--- config.mk ---
export PLATFORM = sky130hd
export DESIGN_NAME = nb3_lane
export DESIGN_NICKNAME = d
export VERILOG_FILES = /design/src/nb3_pkg.sv /design/src/nb3_lane.sv
export SDC_FILE = /design/constraint.sdc
export NUM_CORES = 2
export LEC_CHECK = 0
export ABC_CLOCK_PERIOD_IN_PS = 6200
export BUFFER_PORTS_ARGS = -buffer_cell sky130_fd_sc_hd__buf_2
export CORE_ASPECT_RATIO = 1.75
export CORE_UTILIZATION = 62
export CTS_CLUSTER_SIZE = 25
export DETAILED_ROUTE_END_ITERATION = 10
export PLACE_DENSITY = 0.81
export SKIP_CTS_REPAIR_TIMING = 1
export SYNTH_ARGS = -nofsm -noshare
export SYNTH_HDL_FRONTEND = slang
export SYNTH_SLANG_ARGS = --single-unit
export TNS_END_PERCENT = 100
--- constraint.sdc ---
create_clock -name clk -period 6.2 [get_ports clk]
set_input_delay 1.24 -clock clk [delete_from_list [all_inputs] [get_ports clk]]
set_output_delay 1.24 -clock clk [all_outputs]
set_load 0.03 [all_outputs]
--- src/nb3_pkg.sv ---
// ----------------------------------------------------------------------------
// nb3_pkg
// Shared widths, pipeline depth, register indexes and control types of the
// normalised 3x3 blur.
// ----------------------------------------------------------------------------
package nb3_pkg;

  localparam int COORD_BITS  = 12;
  localparam int SAMPLE_BITS = 8;
  localparam int WEIGHT_BITS = 8;
  localparam int TAPS        = 9;
  localparam int ROW_W       = 3 * SAMPLE_BITS;
  localparam int WROW_W      = 3 * WEIGHT_BITS;
  localparam int DIM_W       = COORD_BITS + 1;
  localparam int CFG_W       = (WROW_W > DIM_W) ? WROW_W : DIM_W;
  localparam int CFG_IDX_W   = 3;
  localparam int OUT_W       = 8;
  localparam int ALPHA_W     = 8;

  localparam int TAP_W  = $clog2(TAPS + 1);
  localparam int NORM_W = WEIGHT_BITS + TAP_W;
  localparam int PROD_W = SAMPLE_BITS + WEIGHT_BITS;
  localparam int ACC_W  = PROD_W + TAP_W;
  localparam int REM_W  = ACC_W + 1;

  // stage 0 weights, 1 products, 2 sums, then one stage per quotient bit
  localparam int NST = 3 + SAMPLE_BITS;

  typedef enum logic [CFG_IDX_W-1:0] {
    REG_WIDTH   = 3'd0,
    REG_HEIGHT  = 3'd1,
    REG_W_TOP   = 3'd2,
    REG_W_MID   = 3'd3,
    REG_W_BOT   = 3'd4
  } nb3_reg_t;

  typedef struct packed {
    logic [NST-1:0] en;
  } nb3_ctrl_t;

endpackage

--- src/nb3_lane.sv ---
// ----------------------------------------------------------------------------
// nb3_lane
// One colour channel: weighted products, tap sum with rounding offset and a
// restoring divider pipeline giving one quotient bit per stage.
// ----------------------------------------------------------------------------
module nb3_lane (
  input  logic                                          clk,
  input  nb3_pkg::nb3_ctrl_t                            ctrl,
  input  logic [nb3_pkg::ROW_W-1:0]                     in_above,
  input  logic [nb3_pkg::ROW_W-1:0]                     in_level,
  input  logic [nb3_pkg::ROW_W-1:0]                     in_below,
  input  logic [nb3_pkg::TAPS-1:0][nb3_pkg::WEIGHT_BITS-1:0] wt_s0,
  input  logic [nb3_pkg::NST-2:1][nb3_pkg::NORM_W-1:0]  norm_st,
  output logic [nb3_pkg::SAMPLE_BITS-1:0]               quot
);
  import nb3_pkg::*;

  logic [TAPS-1:0][SAMPLE_BITS-1:0] smp_r, smp_nxt;
  logic [TAPS-1:0][PROD_W-1:0]      prod_r, prod_nxt;
  logic [SAMPLE_BITS:0][REM_W-1:0]       rem_r, rem_nxt;
  logic [SAMPLE_BITS:0][SAMPLE_BITS-1:0] q_r, q_nxt;
  logic [ACC_W-1:0]                 acc;
  logic [REM_W-1:0]                 dv;

  // unpack the neighbourhood, left tap first
  always_comb begin
    for (int c = 0; c < 3; c++) begin
      smp_nxt[c]     = in_above[c*SAMPLE_BITS +: SAMPLE_BITS];
      smp_nxt[3 + c] = in_level[c*SAMPLE_BITS +: SAMPLE_BITS];
      smp_nxt[6 + c] = in_below[c*SAMPLE_BITS +: SAMPLE_BITS];
    end
  end

  // products, sum and divider steps
  always_comb begin
    for (int t = 0; t < TAPS; t++) begin
      prod_nxt[t] = PROD_W'(smp_r[t] * wt_s0[t]);
    end
    acc = '0;
    for (int t = 0; t < TAPS; t++) begin
      acc = acc + ACC_W'(prod_r[t]);
    end
    rem_nxt[0] = REM_W'(acc) + REM_W'(norm_st[1] >> 1);
    q_nxt[0]   = '0;
    dv         = '0;
    for (int k = 1; k <= SAMPLE_BITS; k++) begin
      dv = REM_W'(norm_st[1 + k]) << (SAMPLE_BITS - k);
      if (rem_r[k-1] >= dv) begin
        rem_nxt[k] = rem_r[k-1] - dv;
        q_nxt[k]   = q_r[k-1] | SAMPLE_BITS'(1 << (SAMPLE_BITS - k));
      end else begin
        rem_nxt[k] = rem_r[k-1];
        q_nxt[k]   = q_r[k-1];
      end
    end
  end

  // payload registers, moved by the stage enables
  always_ff @(posedge clk) begin
    if (ctrl.en[0]) smp_r <= smp_nxt;
    if (ctrl.en[1]) prod_r <= prod_nxt;
    for (int k = 0; k <= SAMPLE_BITS; k++) begin
      if (ctrl.en[2 + k]) begin
        rem_r[k] <= rem_nxt[k];
        q_r[k]   <= q_nxt[k];
      end
    end
  end

  assign quot = q_r[SAMPLE_BITS];

endmodule

==> flow_metrics.py <==
metrics = {
    "cts": {
        "clk_latency_ns": 0.60,
        "clock_tree.root_cell": "clkbuf_16",
        "cts_tree": "built",
        "cts_buffers": 43,
        "clock_path_buffers": 3,
        "clk_pin_slew_ns": 0.07,
        "clock_sinks": 419,
        "htree_levels": 2,
    },
    "route": {
        "drtPass1Iterations": 8,
        "wirelength_um": 93700,
        "drc": 0,
        "drt_iter0_drc": 1234,
        "antenna_left": 0,
        "vias": 28000,
        "wire_per_inst_um": 18.9,
        "vias_per_cell": 5.65,
    },
    "synth": {
        "yosysMostFrequentCell": "inv_1",
        "ys_seq_area_share_pct": 31.0,
        "yosysWarnings": 0,
        "async_flop_share_pct": 0,
        "syn_nets": 4973,
        "yosysTopAreaCell": "edfxtp_1",
        "synth_cell_types": 71,
        "synth_seq_cells": 419,
        "synth-edff-count": 419,
        "synth_top_area_share_pct": 31.0,
        "synth_cells": 3806,
        "synth_area_per_cell_um2": 10.7,
        "synth_top_cells_by_count": "inv_1 (683), ha_1 (452), fa_1 (451), edfxtp_1 (419), nand2_1 (350)",
        "synth_ff_type": "edfxtp_1",
        "syn_area_um2": 40600,
        "yosys-top-cells-area": "edfxtp_1 (31%), fa_1 (22%), ha_1 (14%), inv_1 (6.3%), and2_1 (5.2%)",
    },
    "floorplanning": {
        "rows": 123,
        "die_h_um": 340,
        "dieWidth_um": 195,
        "dieArea_um2": 66500,
        "core_area_um2": 64500,
        "start_util_pct": 62.9,
        "num_io_pins": 272,
    },
    "sta": {
        "relSlewSlack_pct": 31.9,
        "grt_setup_unrepaired": "false",
        "worstMarginPinSlew_ns": 1.02,
        "fin_crit_ns": 5.41,
        "setup_viol": 0,
        "slew_violations": 0,
        "tns_ns": 0,
        "period_share_pct": 87.2,
        "fmax_mhz": 185,
        "finalHoldViolCount": 0,
        "fin_worst_skew_ns": 0.0161,
    },
    "global_routing": {
        "overflow": 0,
        "grt_max_degree": 105,
        "antenna_found_initial": 7,
        "grt_pass1_vias": 29995,
        "track_usage_pct": 29.3,
        "grt_pass1_wl_um": 150000,
    },
    "layout": {
        "fillers": 4817,
        "syn_to_final_growth_pct": 9.42,
        "regArea_um2": 12600,
        "design_area_um2": 44400,
        "fin_nets": 5274,
        "multi_input_area_um2": 25300,
        "drive_gt1_share_pct": 9.69,
    },
    "critical_path": {
        "cp-end-kind": "register",
        "worst-setup-path-type": "input pin to register",
        "crit_required_ns": 6.55,
        "crit_fanout": 4,
        "arrival_ns": 5.75,
        "critPathLaunchType": "input pin",
    },
    "run": {
        "cap_violations": 0,
    },
    "hold_path": {
        "hp-class": "register to register",
    },
    "placement": {
        "io_buffers": 270,
        "dpl_cell_area_um2": 42900,
        "dpl.hpwl_um": 78500,
        "gp_congestion": 0.936,
    },
    "run_status": {
        "status": "finished, final reports clean",
    },
}
## layer usage
layer  global-route usage (%)  share of wire [%]
met5                        0              0.054
met4                     19.2                7.4
met3                     3.54                3.5
met2                     57.7                 56
met1                     28.1                 33
## logic make-up after synthesis
family	count (synthesis)	synth area share (%)
flops	419	31.0
mux	39	1.10
buf+inv	708	6.60
simple gates	1068	13.4
fa+ha+maj	903	36.2
compound gates	476	7.52
xor+xnor	193	4.17
## layout make-up
| cell class | count | share of cell area [%] |
|---|---|---|
| clock inverters | 31 | 0.817 |
| inverters | 684 | 5.78 |
| clock buffers | 46 | 2.50 |
| repair buffers | 280 | 3.23 |
| flip-flops and latches | 419 | 28.3 |
| multi-input cells | 2679 | 57.0 |
| diodes | 3 | 0.0169 |
| well taps | 812 | 2.29 |
## final timing paths
check / to / slack (ns) / cells after the start / start
setup / recovery: rem_r[13] / 0.79 / 19 / norm_st[3]
setup reg to reg: rem_r[17] / 1.07 / 17 / prod_r[42]
hold / removal: quot[5] / 0.42 / 0 / q_r[61]
hold reg to reg: quot[5] / 0.42 / 0 / q_r[61]
## placed cells by master (no fill, tap or decap), types with 10 or more instances in the layout
| master | n |
|---|---|
| buf_4 | 11 |
| xnor2_1 | 153 |
| and2_1 | 338 |
| a21oi_1 | 168 |
| a21o_1 | 35 |
| xor2_1 | 40 |
| o21bai_1 | 10 |
| mux2_2 | 25 |
| nor2_1 | 152 |
| fa_1 | 451 |
| clkbuf_16 | 44 |
| nand3_1 | 37 |
| a2111oi_0 | 11 |
| and3_1 | 26 |
| a31oi_1 | 15 |
| or3_1 | 12 |
| nor3_1 | 29 |
| o31a_1 | 21 |
| o21ai_0 | 84 |
| nand2_1 | 350 |
| nor2b_1 | 31 |
| inv_1 | 683 |
| nor4_1 | 16 |
| buf_2 | 268 |
| a211oi_1 | 14 |
| o21a_1 | 56 |
| nand2b_1 | 22 |
| edfxtp_1 | 419 |
| o211ai_1 | 16 |
| ha_1 | 452 |
## critical path: stages
cell and delay (ns):
buf_2 0.13, inv_1 0.07, fa_1 0.53, inv_1 0.05, fa_1 0.46, fa_1 0.51
inv_1 0.06, fa_1 0.47, inv_1 0.04, fa_1 0.50, inv_1 0.06, fa_1 0.39
nor2b_1 0.18, o31a_1 0.22, a211oi_1 0.12, o21ai_0 0.35, a21oi_1 0.12, o21bai_1 0.17
xor2_1 0.09
## flip-flops by register name, summed over array words and instances, names as in the netlist
signal	cells
rem_r	167
prod_r	144
quot	8
smp_r	72
q_r	28
## stage by stage
step | util, % | instances | worst slack, ns | hold WS (ns)
after floorplan | - | 3806 | 0.630 | 0.400
after global placement | 66.6 | 4874 | 0.233 | 0.401
after detailed placement | 66.6 | 4874 | 0.194 | 0.405
after CTS | 68.8 | 4951 | 0.833 | 0.419
after global routing | 68.8 | 4952 | 0.555 | 0.422
final | 68.8 | 4954 | 0.792 | 0.416
Power is not shown: default switching activity piles up to over one toggle a cycle in this logic, so the estimate is an artifact.
